[config.mk]
export PLATFORM = sky130hd
export DESIGN_NAME = base64_stream_encoder
export DESIGN_NICKNAME = d
export VERILOG_FILES = /design/src/hdl/b64enc_pkg.sv /design/src/hdl/base64_stream_encoder.sv /design/src/hdl/b64enc_front.sv /design/src/hdl/b64enc_queue.sv /design/src/hdl/b64enc_back.sv
export SDC_FILE = /design/constraint.sdc
export NUM_CORES = 1
export LEC_CHECK = 0
export BUFFER_PORTS_ARGS = -buffer_cell sky130_fd_sc_hd__buf_2
export CORE_MARGIN = 3
export CORE_UTILIZATION = 60
export DETAILED_ROUTE_END_ITERATION = 12
export PLACE_DENSITY = 0.78
export SLEW_MARGIN = 20
export SYNTH_ARGS = -nofsm -noshare
export SYNTH_HDL_FRONTEND = slang
export SYNTH_SLANG_ARGS = --single-unit
export TNS_END_PERCENT = 50
[constraint.sdc]
create_clock -name clk -period 8.6 [get_ports clk]
set_input_delay 1.29 -clock clk [delete_from_list [all_inputs] [get_ports clk]]
set_output_delay 1.29 -clock clk [all_outputs]
set_load 0.01 [all_outputs]
[src/hdl/b64enc_pkg.sv]
`default_nettype none

package b64enc_pkg;

    // ASCII code of the padding character '='.
    localparam logic [7:0] PAD_CHAR = 8'd61;

    // Number of characters produced for one group of three bytes.
    localparam int unsigned CHARS_PER_GROUP = 4;

    // One group of up to three bytes, handed from the front end to the serialiser.
    typedef struct packed {
        logic [23:0] bits;      // first byte in the top eight bits, missing bytes zero
        logic [1:0]  total;     // number of real bytes in the group, 1 to 3
        logic        last;      // group closes the message
    } b64_group_t;

    // Standard base64 alphabet: A-Z, a-z, 0-9, '+', '/'.
    function automatic logic [7:0] b64_char(input logic [5:0] sextet);
        logic [7:0] code;
        code = {2'b00, sextet};
        if (sextet < 6'd26) begin
            b64_char = code + 8'd65;
        end else if (sextet < 6'd52) begin
            b64_char = code + 8'd71;
        end else if (sextet < 6'd62) begin
            b64_char = code - 8'd4;
        end else if (sextet == 6'd62) begin
            b64_char = 8'd43;
        end else begin
            b64_char = 8'd47;
        end
    endfunction

endpackage

`default_nettype wire

[src/hdl/base64_stream_encoder.sv]
// Channel   Direction  Handshake             Payload
// input     in         in_valid / in_ready   data_byte[7:0], end_of_data
// output    out        out_valid / out_ready text_char[7:0], last_char
//
// The front end takes one byte per cycle while the group queue has room.
// Each closed group yields four characters, one per cycle while the output is not
// stalled, so a short closing group yields as many characters as a full one;
// the single-character output port sets the sustained rate. The first character
// of a group passes from the queue through the serialiser's group register to the
// registered output before it is presented.
// Reset clears the pending group, the queue and the output stage at once.
// A stall on the output fills the queue and only then drops in_ready.
`default_nettype none

module base64_stream_encoder
    import b64enc_pkg::*;
#(
    parameter int unsigned QUEUE_DEPTH = 2
)
(
    input  wire logic       clk,
    input  wire logic       rst_n,
    input  wire logic [7:0] data_byte,
    input  wire logic       end_of_data,
    input  wire logic       in_valid,
    output logic            in_ready,
    output logic [7:0]      text_char,
    output logic            last_char,
    output logic            out_valid,
    input  wire logic       out_ready
);

    // Closed groups travel from the front end, through the queue, to the
    // serialiser. Each side stalls only on its own neighbour.
    logic       push_valid;
    logic       push_ready;
    b64_group_t push_data;
    logic       pop_valid;
    logic       pop_ready;
    b64_group_t pop_data;

    // The front end holds up to two bytes and closes a group on the third byte
    // or on the byte flagged as the end of the message.
    b64enc_front u_front (
        .clk         (clk),
        .rst_n       (rst_n),
        .data_byte   (data_byte),
        .end_of_data (end_of_data),
        .in_valid    (in_valid),
        .in_ready    (in_ready),
        .push_valid  (push_valid),
        .push_data   (push_data),
        .push_ready  (push_ready)
    );

    b64enc_queue #(
        .DEPTH (QUEUE_DEPTH)
    ) u_queue (
        .clk        (clk),
        .rst_n      (rst_n),
        .push_valid (push_valid),
        .push_data  (push_data),
        .push_ready (push_ready),
        .pop_valid  (pop_valid),
        .pop_data   (pop_data),
        .pop_ready  (pop_ready)
    );

    // The serialiser walks the four sextets of a group, substitutes padding for
    // sextets beyond the real bytes, and marks the final character of a message.
    b64enc_back u_back (
        .clk       (clk),
        .rst_n     (rst_n),
        .pop_valid (pop_valid),
        .pop_data  (pop_data),
        .pop_ready (pop_ready),
        .text_char (text_char),
        .last_char (last_char),
        .out_valid (out_valid),
        .out_ready (out_ready)
    );

endmodule

`default_nettype wire

[src/hdl/b64enc_front.sv]
`default_nettype none

// Gathers bytes into groups of three and pushes each closed group into the queue.
module b64enc_front
    import b64enc_pkg::*;
(
    input  wire logic       clk,
    input  wire logic       rst_n,
    input  wire logic [7:0] data_byte,
    input  wire logic       end_of_data,
    input  wire logic       in_valid,
    output logic            in_ready,
    output logic            push_valid,
    output b64_group_t      push_data,
    input  wire logic       push_ready
);

    logic [15:0] pending_bytes_reg, pending_bytes_next;
    logic [1:0]  pending_count_reg, pending_count_next;
    logic [1:0]  held;
    logic        closes;
    logic        accept;

    // A count of three never arises; it is treated as two.
    assign held   = (pending_count_reg == 2'd3) ? 2'd2 : pending_count_reg;
    assign closes = end_of_data || (held == 2'd2);

    assign in_ready   = push_ready;
    assign accept     = in_valid && in_ready;
    assign push_valid = accept && closes;

    always_comb
    begin
        push_data.total = held + 2'd1;
        push_data.last  = end_of_data;
        case (held)
            2'd0:    push_data.bits = {data_byte, 16'h0000};
            2'd1:    push_data.bits = {pending_bytes_reg[15:8], data_byte, 8'h00};
            default: push_data.bits = {pending_bytes_reg, data_byte};
        endcase
    end

    always_comb
    begin
        pending_bytes_next = pending_bytes_reg;
        pending_count_next = pending_count_reg;
        if (accept) begin
            if (closes) begin
                pending_bytes_next = 16'h0000;
                pending_count_next = 2'd0;
            end else begin
                if (held == 2'd0) begin
                    pending_bytes_next = {data_byte, 8'h00};
                end else begin
                    pending_bytes_next = {pending_bytes_reg[15:8], data_byte};
                end
                pending_count_next = held + 2'd1;
            end
        end
    end

    always_ff @(posedge clk or negedge rst_n)
    begin
        if (!rst_n) begin
            pending_bytes_reg <= 16'h0000;
            pending_count_reg <= 2'd0;
        end else begin
            pending_bytes_reg <= pending_bytes_next;
            pending_count_reg <= pending_count_next;
        end
    end

endmodule

`default_nettype wire

[src/hdl/b64enc_queue.sv]
`default_nettype none

// Short first-in first-out queue of closed groups between front end and serialiser.
module b64enc_queue
    import b64enc_pkg::*;
#(
    parameter int unsigned DEPTH = 2
)
(
    input  wire logic       clk,
    input  wire logic       rst_n,
    input  wire logic       push_valid,
    input  wire b64_group_t push_data,
    output logic            push_ready,
    output logic            pop_valid,
    output b64_group_t      pop_data,
    input  wire logic       pop_ready
);

    localparam int unsigned PTR_W = (DEPTH > 1) ? $clog2(DEPTH) : 1;
    localparam int unsigned CNT_W = $clog2(DEPTH + 1);
    localparam logic [PTR_W-1:0] LAST_PTR = PTR_W'(DEPTH - 1);
    localparam logic [CNT_W-1:0] FULL_CNT = CNT_W'(DEPTH);

    b64_group_t       entries_reg [DEPTH];
    logic [PTR_W-1:0] wr_ptr_reg, wr_ptr_next;
    logic [PTR_W-1:0] rd_ptr_reg, rd_ptr_next;
    logic [CNT_W-1:0] count_reg, count_next;
    logic             do_push, do_pop;

    assign push_ready = (count_reg != FULL_CNT);
    assign pop_valid  = (count_reg != '0);
    assign pop_data   = entries_reg[rd_ptr_reg];

    assign do_push = push_valid && push_ready;
    assign do_pop  = pop_valid && pop_ready;

    always_comb
    begin
        wr_ptr_next = wr_ptr_reg;
        rd_ptr_next = rd_ptr_reg;
        count_next  = count_reg;
        if (do_push) begin
            wr_ptr_next = (wr_ptr_reg == LAST_PTR) ? '0 : wr_ptr_reg + PTR_W'(1);
        end
        if (do_pop) begin
            rd_ptr_next = (rd_ptr_reg == LAST_PTR) ? '0 : rd_ptr_reg + PTR_W'(1);
        end
        if (do_push && !do_pop) begin
            count_next = count_reg + CNT_W'(1);
        end else if (do_pop && !do_push) begin
            count_next = count_reg - CNT_W'(1);
        end
    end

    always_ff @(posedge clk)
    begin
        if (do_push) begin
            entries_reg[wr_ptr_reg] <= push_data;
        end
    end

    always_ff @(posedge clk or negedge rst_n)
    begin
        if (!rst_n) begin
            wr_ptr_reg <= '0;
            rd_ptr_reg <= '0;
            count_reg  <= '0;
        end else begin
            wr_ptr_reg <= wr_ptr_next;
            rd_ptr_reg <= rd_ptr_next;
            count_reg  <= count_next;
        end
    end

endmodule

`default_nettype wire

[src/hdl/b64enc_back.sv]
`default_nettype none

// Turns one group into four characters, one per cycle while the output is not stalled, through a registered output.
module b64enc_back
    import b64enc_pkg::*;
(
    input  wire logic       clk,
    input  wire logic       rst_n,
    input  wire logic       pop_valid,
    input  wire b64_group_t pop_data,
    output logic            pop_ready,
    output logic [7:0]      text_char,
    output logic            last_char,
    output logic            out_valid,
    input  wire logic       out_ready
);

    localparam logic [1:0] FINAL_IDX = 2'(CHARS_PER_GROUP - 1);

    b64_group_t  group_reg, group_next;
    logic        busy_reg, busy_next;
    logic [1:0]  idx_reg, idx_next;
    logic        out_valid_reg, out_valid_next;
    logic [7:0]  text_char_reg, text_char_next;
    logic        last_char_reg, last_char_next;
    logic        slot_free;
    logic        emit;
    logic        group_done;
    logic [5:0]  sextet;
    logic        is_pad;

    assign slot_free  = !out_valid_reg || out_ready;
    assign emit       = busy_reg && slot_free;
    assign group_done = emit && (idx_reg == FINAL_IDX);
    assign pop_ready  = !busy_reg || group_done;

    always_comb
    begin
        case (idx_reg)
            2'd0:    sextet = group_reg.bits[23:18];
            2'd1:    sextet = group_reg.bits[17:12];
            2'd2:    sextet = group_reg.bits[11:6];
            default: sextet = group_reg.bits[5:0];
        endcase
        is_pad = ((idx_reg == 2'd2) && (group_reg.total < 2'd2))
              || ((idx_reg == 2'd3) && (group_reg.total < 2'd3));
    end

    always_comb
    begin
        group_next     = group_reg;
        busy_next      = busy_reg;
        idx_next       = idx_reg;
        out_valid_next = out_valid_reg;
        text_char_next = text_char_reg;
        last_char_next = last_char_reg;

        if (out_valid_reg && out_ready) begin
            out_valid_next = 1'b0;
        end
        if (emit) begin
            out_valid_next = 1'b1;
            text_char_next = is_pad ? PAD_CHAR : b64_char(sextet);
            last_char_next = group_reg.last && (idx_reg == FINAL_IDX);
            idx_next       = idx_reg + 2'd1;
            if (group_done) begin
                busy_next = 1'b0;
            end
        end
        if (pop_valid && pop_ready) begin
            group_next = pop_data;
            busy_next  = 1'b1;
            idx_next   = 2'd0;
        end
    end

    always_ff @(posedge clk)
    begin
        group_reg     <= group_next;
        text_char_reg <= text_char_next;
        last_char_reg <= last_char_next;
    end

    always_ff @(posedge clk or negedge rst_n)
    begin
        if (!rst_n) begin
            busy_reg      <= 1'b0;
            idx_reg       <= 2'd0;
            out_valid_reg <= 1'b0;
        end else begin
            busy_reg      <= busy_next;
            idx_reg       <= idx_next;
            out_valid_reg <= out_valid_next;
        end
    end

    assign text_char = text_char_reg;
    assign last_char = last_char_reg;
    assign out_valid = out_valid_reg;

endmodule

`default_nettype wire
==> results of run 1 <==
==> worst max-delay path, stage by stage, from the launching register on <==
cell and delay [ps]:
dfrtp_1 380, ha_1 590, mux2i_1 960, or2_4 280
a31oi_4 140, or3b_1 420, a21oi_1 130
==> area by class of cell <==
type / instances / area [sq um] / share of cell area
clock inverter: 14 / 185 / 0.0327
inverter: 16 / 60.1 / 0.0106
clock buffer: 18 / 418 / 0.0738
tap: 102 / 128 / 0.0225
sequential: 116 / 3350 / 0.592
multi-input combinational: 170 / 1390 / 0.245
timing repair buffer: 25 / 130 / 0.0230
==> cells in the final DEF, fill, tap and decap left out, drive strengths merged, types with 3 or more instances in the layout <==
cell and count:
inv 17, and2 10, mux2 35, ha 8
nand2 15, a21oi 8, a222oi 6, a31oi 5
nand2b 3, edfxtp 90, xor2 4, dfrtp 26
clkinvlp 5, clkbuf 18, nor2 13, nand3 4
a22o 23, mux2i 9, o21ai 6, bufinv 4
clkinv 4, buf 25
==> power by group <==
| group | switching (uW) | internal [uW] |
|---|---|---|
| sequential | 86.7 | 824 |
| combinational | 382 | 286 |
| clock | 241 | 467 |
==> logic make-up after synthesis <==
group,Yosys count,share of synthesized area
AO/OA/AOI/OAI,59,0.0976
XOR/XNOR,6,0.0109
adder cells (fa/ha/maj),8,0.0208
buffers and inverters,25,0.0197
flip-flops,116,0.696
multiplexers,44,0.102
other,1,0.000778
AND/OR/NAND/NOR,52,0.0527
==> stage by stage <==
stage	total power, uW	std cells	cell area [sq um]
after floorplan	1410	311	4820
after global placement	1550	429	5050
after detailed placement	1570	429	5050
after CTS	2290	461	5660
after global routing	2410	461	5660
final	2290	461	5660
==> how the worst max path moves through the flow <==
| stage | startpoint | endpoint | slack, ps | depth (start not counted) |
|---|---|---|---|---|
| after floorplan | in_valid | u_queue.entries_reg[0][0]$_DFFE_PP_ | 4650 | 3 |
| after global placement | in_valid | u_queue.entries_reg[1][7]$_DFFE_PP_ | 5290 | 4 |
| after detailed placement | u_back.idx_reg[1]$_DFFE_PN0P_ | u_back.text_char[1]$_SDFFCE_PP0P_ | 5610 | 6 |
| after CTS | u_back.idx_reg[0]$_DFFE_PN0P_ | u_back.text_char[1]$_SDFFCE_PP0P_ | 5580 | 6 |
| after global routing | u_back.idx_reg[0]$_DFFE_PN0P_ | u_back.text_char[1]$_SDFFCE_PP0P_ | 5290 | 6 |
| final | u_back.idx_reg[0]$_DFFE_PN0P_ | u_back.text_char[1]$_SDFFCE_PP0P_ | 5530 | 6 |
==> per-layer routing <==
metal	vias to the layer above	routed length, microns
met2	81	4130
met4	0	104
met1	1325	3660
met5	-	0
li1	1262	-
met3	10	375
==> results.tsv, run 1 <==
stage	metric	value	unit
outcome	status	finished clean	
global_route	antenna_found_initial	0	
detailed_routing	drcViolationCount	0	
cells_and_area	area_delta_synth_final	17.5	%
synthesis	synth_warnings	0	
synthesis	syn_avg_cell_area	15.5	sq um
floorplanning	coreArea	7770	sq um
clock_network	clk-insertion-delay-late	510	ps
cells_and_area	final_nets	367	
setup_path	reg2reg_to	u_back.text_char[1]$_SDFFCE_PP0P_	
detailed_routing	firstDrtPassIters	5	
placed_design	place_ws	5610	ps
setup_path	crit_required	8960	ps
setup_path	cp_max_fo	15	
sta	setup_ws	5530	ps
sta	max-slew-margin-rel	0.256	
synthesis	ys_types	39	
synthesis	yosys_register_bits	116	
min_path	whs_endpoint	u_queue.count_reg[1]$_DFFE_PN0P_	
global_route	grt_pass1_wl	13400	microns
detailed_routing	antenna_left	0	
cells_and_area	antennaDiodeCount	0	
global_route	first_global_vias	2687	
synthesis	post-synth-top-area-fraction	0.561	
job	drv_cap	0	
setup_path	r2r_cells	6	
global_route	grtUsageMet2	0.316	
synthesis	synth_nets	332	
sta	worstMarginPinSlew	1080	ps
sta	setup_viol	0	
min_path	hold_depth	1	
clock_network	clock_tree.root_cell	clkbuf_8	
setup_path	r2r_start	u_back.idx_reg[0]$_DFFE_PN0P_	
cells_and_area	largest_reg_flops	54	
floorplanning	rows	32	
synthesis	synth.largest_area_cell	edfxtp_1	
setup_path	critPathKind	flop to flop	
sta	hold_violations	0	
setup_path	critPathArrivalTime	3420	ps
detailed_routing	vias_per_cell	5.81	
setup_path	startpoint_type	flop	
detailed_routing	drtIter0Drc	186	
synthesis	syn_area	4820	sq um
min_path	worstHoldStart	u_queue.count_reg[1]$_DFFE_PN0P_	
global_route	track_usage	0.202	
detailed_routing	finalWirelength	8270	microns
sta	hold_slack	495	ps
clock_network	htree_levels	4	
floorplanning	die_area	9150	sq um
synthesis	ys_seq_area_frac	0.696	
synthesis	synth_top_flop_cell	edfxtp_1	
global_route	grt-busiest-layer	met2	
sta	drv_slew	0	
sta	fin_crit_sh	0.357	
synthesis	yosysMostFrequentCell	edfxtp_1	
cells_and_area	drive_above_1_share	0.281	
sta	final.setup.tns	0	ps
global_route	gr-usage-met1	0.268	
sta	grt_setup_unrepaired	false	
global_route	grt_start_max_net_pins	32	
placed_design	port_buffers	23	
synthesis	synth.top_cells.by_count	90 x edfxtp_1, 35 x mux2_2, 26 x dfrtp_1	
cells_and_area	finish.utilization	0.729	
sta	fmax	326	MHz
clock_network	clockBufferDepth	2	
clock_network	cts_hold_buffers	0	
synthesis	yosys-top-cells-area	edfxtp_1 56%, dfrtp_1 13%, mux2_2 8.2%, a22o_1 4.2%, ha_1 2.1%	
floorplanning	fp.dieH	95.6	microns
floorplanning	die_x	95.6	microns
synthesis	synth_edf_count	90	
clock_network	clkSinkCount	116	
synthesis	synthArstFlopShare	0.224	
pwr	peakVddDrop	0.231	mV
pwr	p_per_area	404	nW/um^2
setup_path	critPathCaptureType	flop	
detailed_routing	avgRoutedWirePerCell	17.9	microns
clock_network	tritoncts	done	
clock_network	cts_resized	0	
global_route	overflow	0	
placed_design	hpwl	5170	microns
clock_network	post_cts.repair.setup_buffers	0	
min_path	hp-class	flop to flop	
pwr	power.leakage	0.00216	uW
setup_path	reg2reg_setup_slack	5530	ps
clock_network	clk_pin_slew	60	ps
clock_network	cts_inserted_buffers	17	
floorplanning	start_util	0.621	
detailed_routing	vias	2678	
floorplanning	num_io_pins	24	
cells_and_area	fillers	468	
sta	fin_crit	3070	ps
placed_design	place_congestion	0.775	
sta	clock_skew	10.4	ps
synthesis	synth_cells	311	
global_route	use_met3	0.0592	
No activity file was read; power rests on OpenSTA's default activity.
==> inputs of run 2 (changes only) <==
clock period = 3.1 ns   (was 8.6 ns; I/O delays follow)
==> run 2 against run 1 <==
Count of clock-buffer cells in the layout fell by 1. Via count grew 2.7%. Utilization hardly changed. Clock power rose by 150%. Fmax grew 9.6%. Largest cell class unchanged. Highest routed layer unchanged.
==> results.tsv, run 2 (synthesis results as in run 1) <==
stage	metric	value	unit	change
clock_network	tritoncts	done		
pwr	power_switching	2050	uW	+190%
clock_network	clkSinkCount	116		unchanged
floorplanning	num_io_pins	24		unchanged
sta	setup_viol	0		unchanged
pwr	power.internal	4190	uW	+170%
cells_and_area	mostFrequentLayoutCell	edfxtp_1		
placed_design	place_congestion	0.818		+5.5%
clock_network	clock_tree.root_cell	clkbuf_8		
detailed_routing	vias	2751		+2.7%
clock_network	clockBufferDepth	2		unchanged
sta	fmax	357	MHz	+9.6%
pwr	clockPowerShare	0.281		-0.029
pwr	peakVddDrop	0.605	mV	+160%
sta	grt_setup_unrepaired	false		
pwr	power.leakage	0.00217	uW	+0.40%
job	drv_cap	0		unchanged
sta	hold_slack	187	ps	-308 ps
setup_path	critPathArrivalTime	3040	ps	-380 ps
detailed_routing	finalWirelength	9040	microns	+9.4%
sta	max-slew-margin-rel	0.531		+0.275
pwr	swShare	0.328		+0.0178
placed_design	place_ws	373	ps	-5240 ps
sta	fin_crit	2800	ps	-270 ps
setup_path	startpoint_type	flop		
sta	hold_violations	0		unchanged
sta	clock_skew	6.38	ps	-4.02 ps
sta	fin_crit_sh	0.903		+0.546
placed_design	hpwl	5650	microns	+9.3%
floorplanning	coreArea	7770	sq um	unchanged
global_route	first_global_vias	2800		+4.2%
setup_path	crit_required	3340	ps	-5620 ps
detailed_routing	avgRoutedWirePerCell	19.3	microns	+7.7%
pwr	p_per_area	1100	nW/um^2	+170%
clock_network	clk_pin_slew	60	ps	about the same
cells_and_area	fin_area	5660	sq um	about the same
clock_network	htree_levels	4		unchanged
sta	final.setup.tns	0	ps	unchanged
detailed_routing	antenna_left	0		unchanged
global_route	grt_pass1_wl	14400	microns	+7.8%
setup_path	critPathCaptureType	flop		
cells_and_area	final_nets	374		+1.9%
clock_network	cts_resized	0		unchanged
cells_and_area	antennaDiodeCount	0		unchanged
floorplanning	fp.dieH	95.6	microns	unchanged
placed_design	place_area	5100	sq um	+0.99%
detailed_routing	drcViolationCount	0		unchanged
floorplanning	die_area	9150	sq um	unchanged
pwr	total_power	6240	uW	+170%
min_path	hp-class	input pin to flop		
cells_and_area	area_delta_synth_final	17.4	%	about the same
global_route	track_usage	0.222		+0.0200
sta	worstMarginPinSlew	684	ps	-401 ps
global_route	overflow	0		unchanged
global_route	grt_start_max_net_pins	28		-13%
clock_network	cts_inserted_buffers	17		unchanged
setup_path	critPathKind	flop to flop		
floorplanning	die_x	95.6	microns	unchanged
floorplanning	start_util	0.621		unchanged
cells_and_area	drive_above_1_share	0.290		+0.00828
placed_design	port_buffers	23		unchanged
cells_and_area	fillers	490		+4.7%
cells_and_area	layout_common_cells	90 x edfxtp_1, 35 x mux2_2, 26 x dfrtp_1		
floorplanning	rows	32		unchanged
pwr	pwr-share-seq	0.399		about the same
clock_network	clk-insertion-delay-late	500	ps	about the same
outcome	status	finished clean		
detailed_routing	vias_per_cell	5.88		+1.2%
detailed_routing	firstDrtPassIters	6		+1
cells_and_area	largest_reg_flops	54		unchanged
detailed_routing	drtIter0Drc	209		+12%
global_route	antenna_found_initial	0		unchanged
pwr	combPwrFrac	0.320		+0.028
sta	setup_ws	302	ps	-5230 ps
setup_path	cp_max_fo	8		-7
sta	drv_slew	0		unchanged
-- run 2: changes by cell type in the layout (fill, tap and decap cells not counted), moves of 2 or more --
cell	delta
inv_6	+2
clkinv_4	+2
bufinv_16	-3
buf_4	+6
nor3_2	-2
-- run 2: power by group through the flow --
stage,Combinational (uW),Clock (uW),Sequential (uW)
2_1_floorplan,1470,0,2450
3_3_place_gp,1870,0,2490
3_5_place_dp,1960,0,2520
4_1_cts,1990,1780,2490
5_1_grt,2190,1870,2540
6_report,1990,1760,2490
-- run 2: stage by stage --
stage          utilization  instances
3_3_place_gp         0.657        435
2_1_floorplan            -        311
4_1_cts              0.729        468
6_report             0.729        468
3_5_place_dp         0.657        435
5_1_grt              0.729        468
-- run 2: critical path, stage by stage (launching register included) --
cell and delay [ps]:
dfrtp_1 390, inv_1 100, ha_1 290, a222oi_1 470
mux2i_2 260, or2_4 320, a31oi_4 300, mux2i_1 290
o221ai_2 120
-- run 2: layout make-up --
type,count,area (sq um),area share
Tap cell,102,128,0.0225
Clock buffer,17,414,0.0731
Sequential cell,116,3350,0.592
Inverter,16,60.1,0.0106
Clock inverter,15,134,0.0236
Multi-Input combinational cell,170,1390,0.245
Timing Repair Buffer,32,185,0.0327
-- run 2: timing repair --
action,4_1_cts,5_1_grt
setup buffers,0,0
endpoints found under the setup margin,0,0
hold buffers,1,0
hold endpoints to repair,26,0
-- run 2: worst paths after layout --
check                                                 start                                   endpoint  slack, ps  cells after the start
hold reg to reg            u_queue.count_reg[1]$_DFFE_PN0P_           u_queue.count_reg[1]$_DFFE_PN0P_        490                      1
setup reg to reg              u_back.idx_reg[0]$_DFFE_PN0P_          u_back.text_char[2]$_SDFFCE_PP1P_        300                      8
hold / removal                                     in_valid   u_front.pending_count_reg[1]$_DFFE_PN0P_        190                      2
setup / recovery              u_back.idx_reg[0]$_DFFE_PN0P_          u_back.text_char[2]$_SDFFCE_PP1P_        300                      8
max in group asynchronous                             rst_n   u_front.pending_bytes_reg[6]$_DFFE_PN0P_       2170                      2
min in group asynchronous                             rst_n  u_front.pending_bytes_reg[15]$_DFFE_PN0P_        510                      2
-- run 2: metal layers --
metal	up-vias	wire, microns	global-route usage
met5	-	0	0
met4	0	127	0.0829
met3	15	509	0.0560
met2	96	4640	0.369
met1	1364	3770	0.283
li1	1276	-	-
==> inputs of run 3 (changes only) <==
ABC_AREA = 1   (was unset)
==> run 3 against run 2 <==
Cell area up 2.7%. Worst hold slack lost 1.2 ps. Non-clock buffer count decreased by 4. Sequential power is 6% higher. Area after synthesis is 4.1% higher. Utilization rose by 0.45 points. Sequential share of layout area is 1.6 points lower.
==> results.tsv, run 3 <==
stage	metric	value	unit	change
placed_design	port_buffers	23		unchanged
synthesis	ys_seq_area_frac	0.668		-0.0276
setup_path	startpoint_type	flop		
cells_and_area	ff_latch_area	3350	sq um	unchanged
synthesis	syn_avg_cell_area	10.9	sq um	-29%
cells_and_area	area_delta_synth_final	15.8	%	
detailed_routing	antenna_left	0		unchanged
placed_design	place_ws	790	ps	+417 ps
setup_path	critPathCaptureType	flop		
synthesis	synth_cells	459		+48%
global_route	first_global_vias	3173		+13%
synthesis	synth_top_flop_cell	edfxtp_1		
floorplanning	die_area	9500	sq um	+3.9%
global_route	grt_pass1_wl	15100	microns	+5.0%
global_route	overflow	0		unchanged
detailed_routing	vias	3260		+19%
detailed_routing	firstDrtPassIters	4		-2
cells_and_area	largest_reg_flops	54		unchanged
synthesis	synth_warnings	0		unchanged
clock_network	cts_inserted_buffers	17		unchanged
cells_and_area	drive_above_1_share	0.178		-0.111
clock_network	clk-insertion-delay-late	500	ps	about the same
synthesis	syn_area	5020	sq um	+4.1%
cells_and_area	layout_common_cells	162 x nand2_1, 90 x edfxtp_1, 45 x inv_1		
job	drv_cap	0		unchanged
sta	setup_viol	0		unchanged
cells_and_area	final_nets	518		+39%
cells_and_area	mostFrequentLayoutCell	nand2_1		
setup_path	cp_max_fo	13		+5
synthesis	yosysMostFrequentCell	nand2_1		
detailed_routing	drtIter0Drc	254		+22%
floorplanning	coreArea	7930	sq um	+2.1%
global_route	grt_start_max_net_pins	29		+3.6%
pwr	peakVddDrop	0.622	mV	+2.8%
setup_path	crit_required	3360	ps	+20 ps
detailed_routing	avgRoutedWirePerCell	15.0	microns	-22%
floorplanning	num_io_pins	24		unchanged
detailed_routing	finalWirelength	9180	microns	+1.5%
cells_and_area	finalNonFillerCells	612		+31%
clock_network	clk_pin_slew	60	ps	about the same
synthesis	yosys_register_bits	116		unchanged
synthesis	synth_edf_count	90		unchanged
floorplanning	rows	32		unchanged
placed_design	place_congestion	0.865		+5.7%
cells_and_area	fillers	494		+0.82%
sta	fmax	420	MHz	+17%
setup_path	critPathArrivalTime	2640	ps	-400 ps
sta	fin_crit_sh	0.769		-0.134
synthesis	synth_nets	480		+45%
clock_network	htree_levels	4		unchanged
synthesis	post-synth-top-area-fraction	0.538		-0.0222
detailed_routing	drcViolationCount	0		unchanged
synthesis	yosys-top-cells-area	edfxtp_1 54%, dfrtp_1 13%, nand2_1 12%, inv_1 3.4%, o22ai_1 2.1%		
synthesis	synth.top_cells.by_count	162 x nand2_1, 90 x edfxtp_1, 45 x inv_1		
clock_network	clockBufferDepth	2		unchanged
floorplanning	fp.dieH	97.5	microns	+1.9%
sta	max-slew-margin-rel	0.361		-0.171
clock_network	clkSinkCount	116		unchanged
pwr	p_per_area	1180	nW/um^2	+7.1%
sta	setup_ws	717	ps	+415 ps
synthesis	synthArstFlopShare	0.224		unchanged
cells_and_area	antennaDiodeCount	0		unchanged
pwr	power.leakage	0.00249	uW	+15%
sta	worstMarginPinSlew	955	ps	+272 ps
floorplanning	start_util	0.633		+0.0126
min_path	hp-class	input pin to flop		
setup_path	critPathKind	flop to flop		
sta	drv_slew	0		unchanged
floorplanning	die_x	97.5	microns	+1.9%
global_route	track_usage	0.207		-0.0150
cells_and_area	multi_input_area	1430	sq um	+2.7%
placed_design	post-place-cells	579		+33%
sta	grt_setup_unrepaired	false		
global_route	antenna_found_initial	0		unchanged
clock_network	cts_resized	0		unchanged
sta	clock_skew	13.0	ps	+6.58 ps
clock_network	clock_tree.root_cell	clkbuf_8		
outcome	status	finished clean		
synthesis	ys_types	33		-15%
placed_design	hpwl	5970	microns	+5.6%
clock_network	post_cts.repair.setup_buffers	0		unchanged
sta	final.setup.tns	0	ps	unchanged
clock_network	tritoncts	done		
synthesis	synth.largest_area_cell	edfxtp_1		
sta	hold_violations	0		unchanged
detailed_routing	vias_per_cell	5.33		-9.4%
sta	fin_crit	2380	ps	-415 ps
run 3: cell count changes after synthesis, sizes merged, moves of 14 or more:
cell	change
mux2	-35
inv	+34
nand2	+156
o22ai	+17
nor2	+14
a22o	-23
o21ai	+19
run 3: metrics by stage:
stage / cell area (sq um) / utilization / power (uW) / hold slack (ps)
finish: 5810 / 0.733 / 6870 / 186
global route: 5810 / 0.733 / 7330 / 145
CTS: 5810 / 0.733 / 6890 / 149
floorplan: 5020 / - / 4420 / 169
detailed placement: 5240 / 0.661 / 5030 / 496
global placement: 5240 / 0.661 / 4920 / 490
run 3: kinds of logic (layout without fill, tap and decap cells):
| logic type | Yosys count | in the layout | synth area share |
|---|---|---|---|
| DFF | 116 | 116 | 0.668 |
| and+or+nand+nor | 217 | 217 | 0.187 |
| other | 1 | 1 | 0.000747 |
| buffers and inverters | 60 | 111 | 0.0491 |
| AOI/OAI and AO/OA | 52 | 52 | 0.0668 |
| adders and majority gates | 8 | 8 | 0.0199 |
| xor gates and xnor gates | 5 | 5 | 0.00873 |
run 3: area by class of cell:
| cell class | instances | area share |
|---|---|---|
| Clock buffer | 23 | 0.0785 |
| Clock inverter | 9 | 0.0181 |
| Inverter | 51 | 0.0329 |
| Multi-Input combinational cell | 283 | 0.245 |
| Sequential cell | 116 | 0.577 |
| Tap cell | 102 | 0.0219 |
| Timing Repair Buffer | 28 | 0.0267 |
run 3: worst paths after layout:
check	startpoint	to	slack [ps]	cells past startpoint
worst max-delay path	u_back.idx_reg[0]$_DFFE_PN0P_	u_back.text_char[2]$_SDFFCE_PP1P_	720	10
worst min-delay path	end_of_data	u_queue.entries_reg[0][0]$_DFFE_PP_	190	1
worst max register to register	u_back.idx_reg[0]$_DFFE_PN0P_	u_back.text_char[2]$_SDFFCE_PP1P_	720	10
worst min register to register	u_queue.entries_reg[0][2]$_DFFE_PP_	u_back.group_reg[2]$_DFFE_PP_	510	2
max in group asynchronous	rst_n	u_front.pending_bytes_reg[14]$_DFFE_PN0P_	2140	2
min in group asynchronous	rst_n	u_back.idx_reg[0]$_DFFE_PN0P_	560	2
run 3: worst max-delay path, stage by stage, from the launching register on:
cell     delay, ps
dfrtp_1        420
ha_1           270
inv_2          300
nand2_1        120
o21ai_2        350
inv_2           80
ha_1           210
xor2_1         180
o21ai_1         90
inv_1           50
nand2_1         40
run 3: where the power goes:
group,internal [uW],switching (uW)
Combinational,757,1670
Clock,1180,633
Sequential,2430,198
run 3: what timing repair did:
action	CTS	global route
hold buffers	1	0
endpoints found under the hold margin	26	0
endpoints found under the setup margin	0	0
run 3: routing by layer:
| metal | up-vias | routed length [microns] | GRT usage |
|---|---|---|---|
| li1 | 1597 | - | - |
| met1 | 1526 | 3870 | 0.251 |
| met2 | 119 | 4680 | 0.336 |
| met3 | 18 | 458 | 0.0725 |
| met4 | 0 | 174 | 0.0916 |
| met5 | - | 0 | 0 |
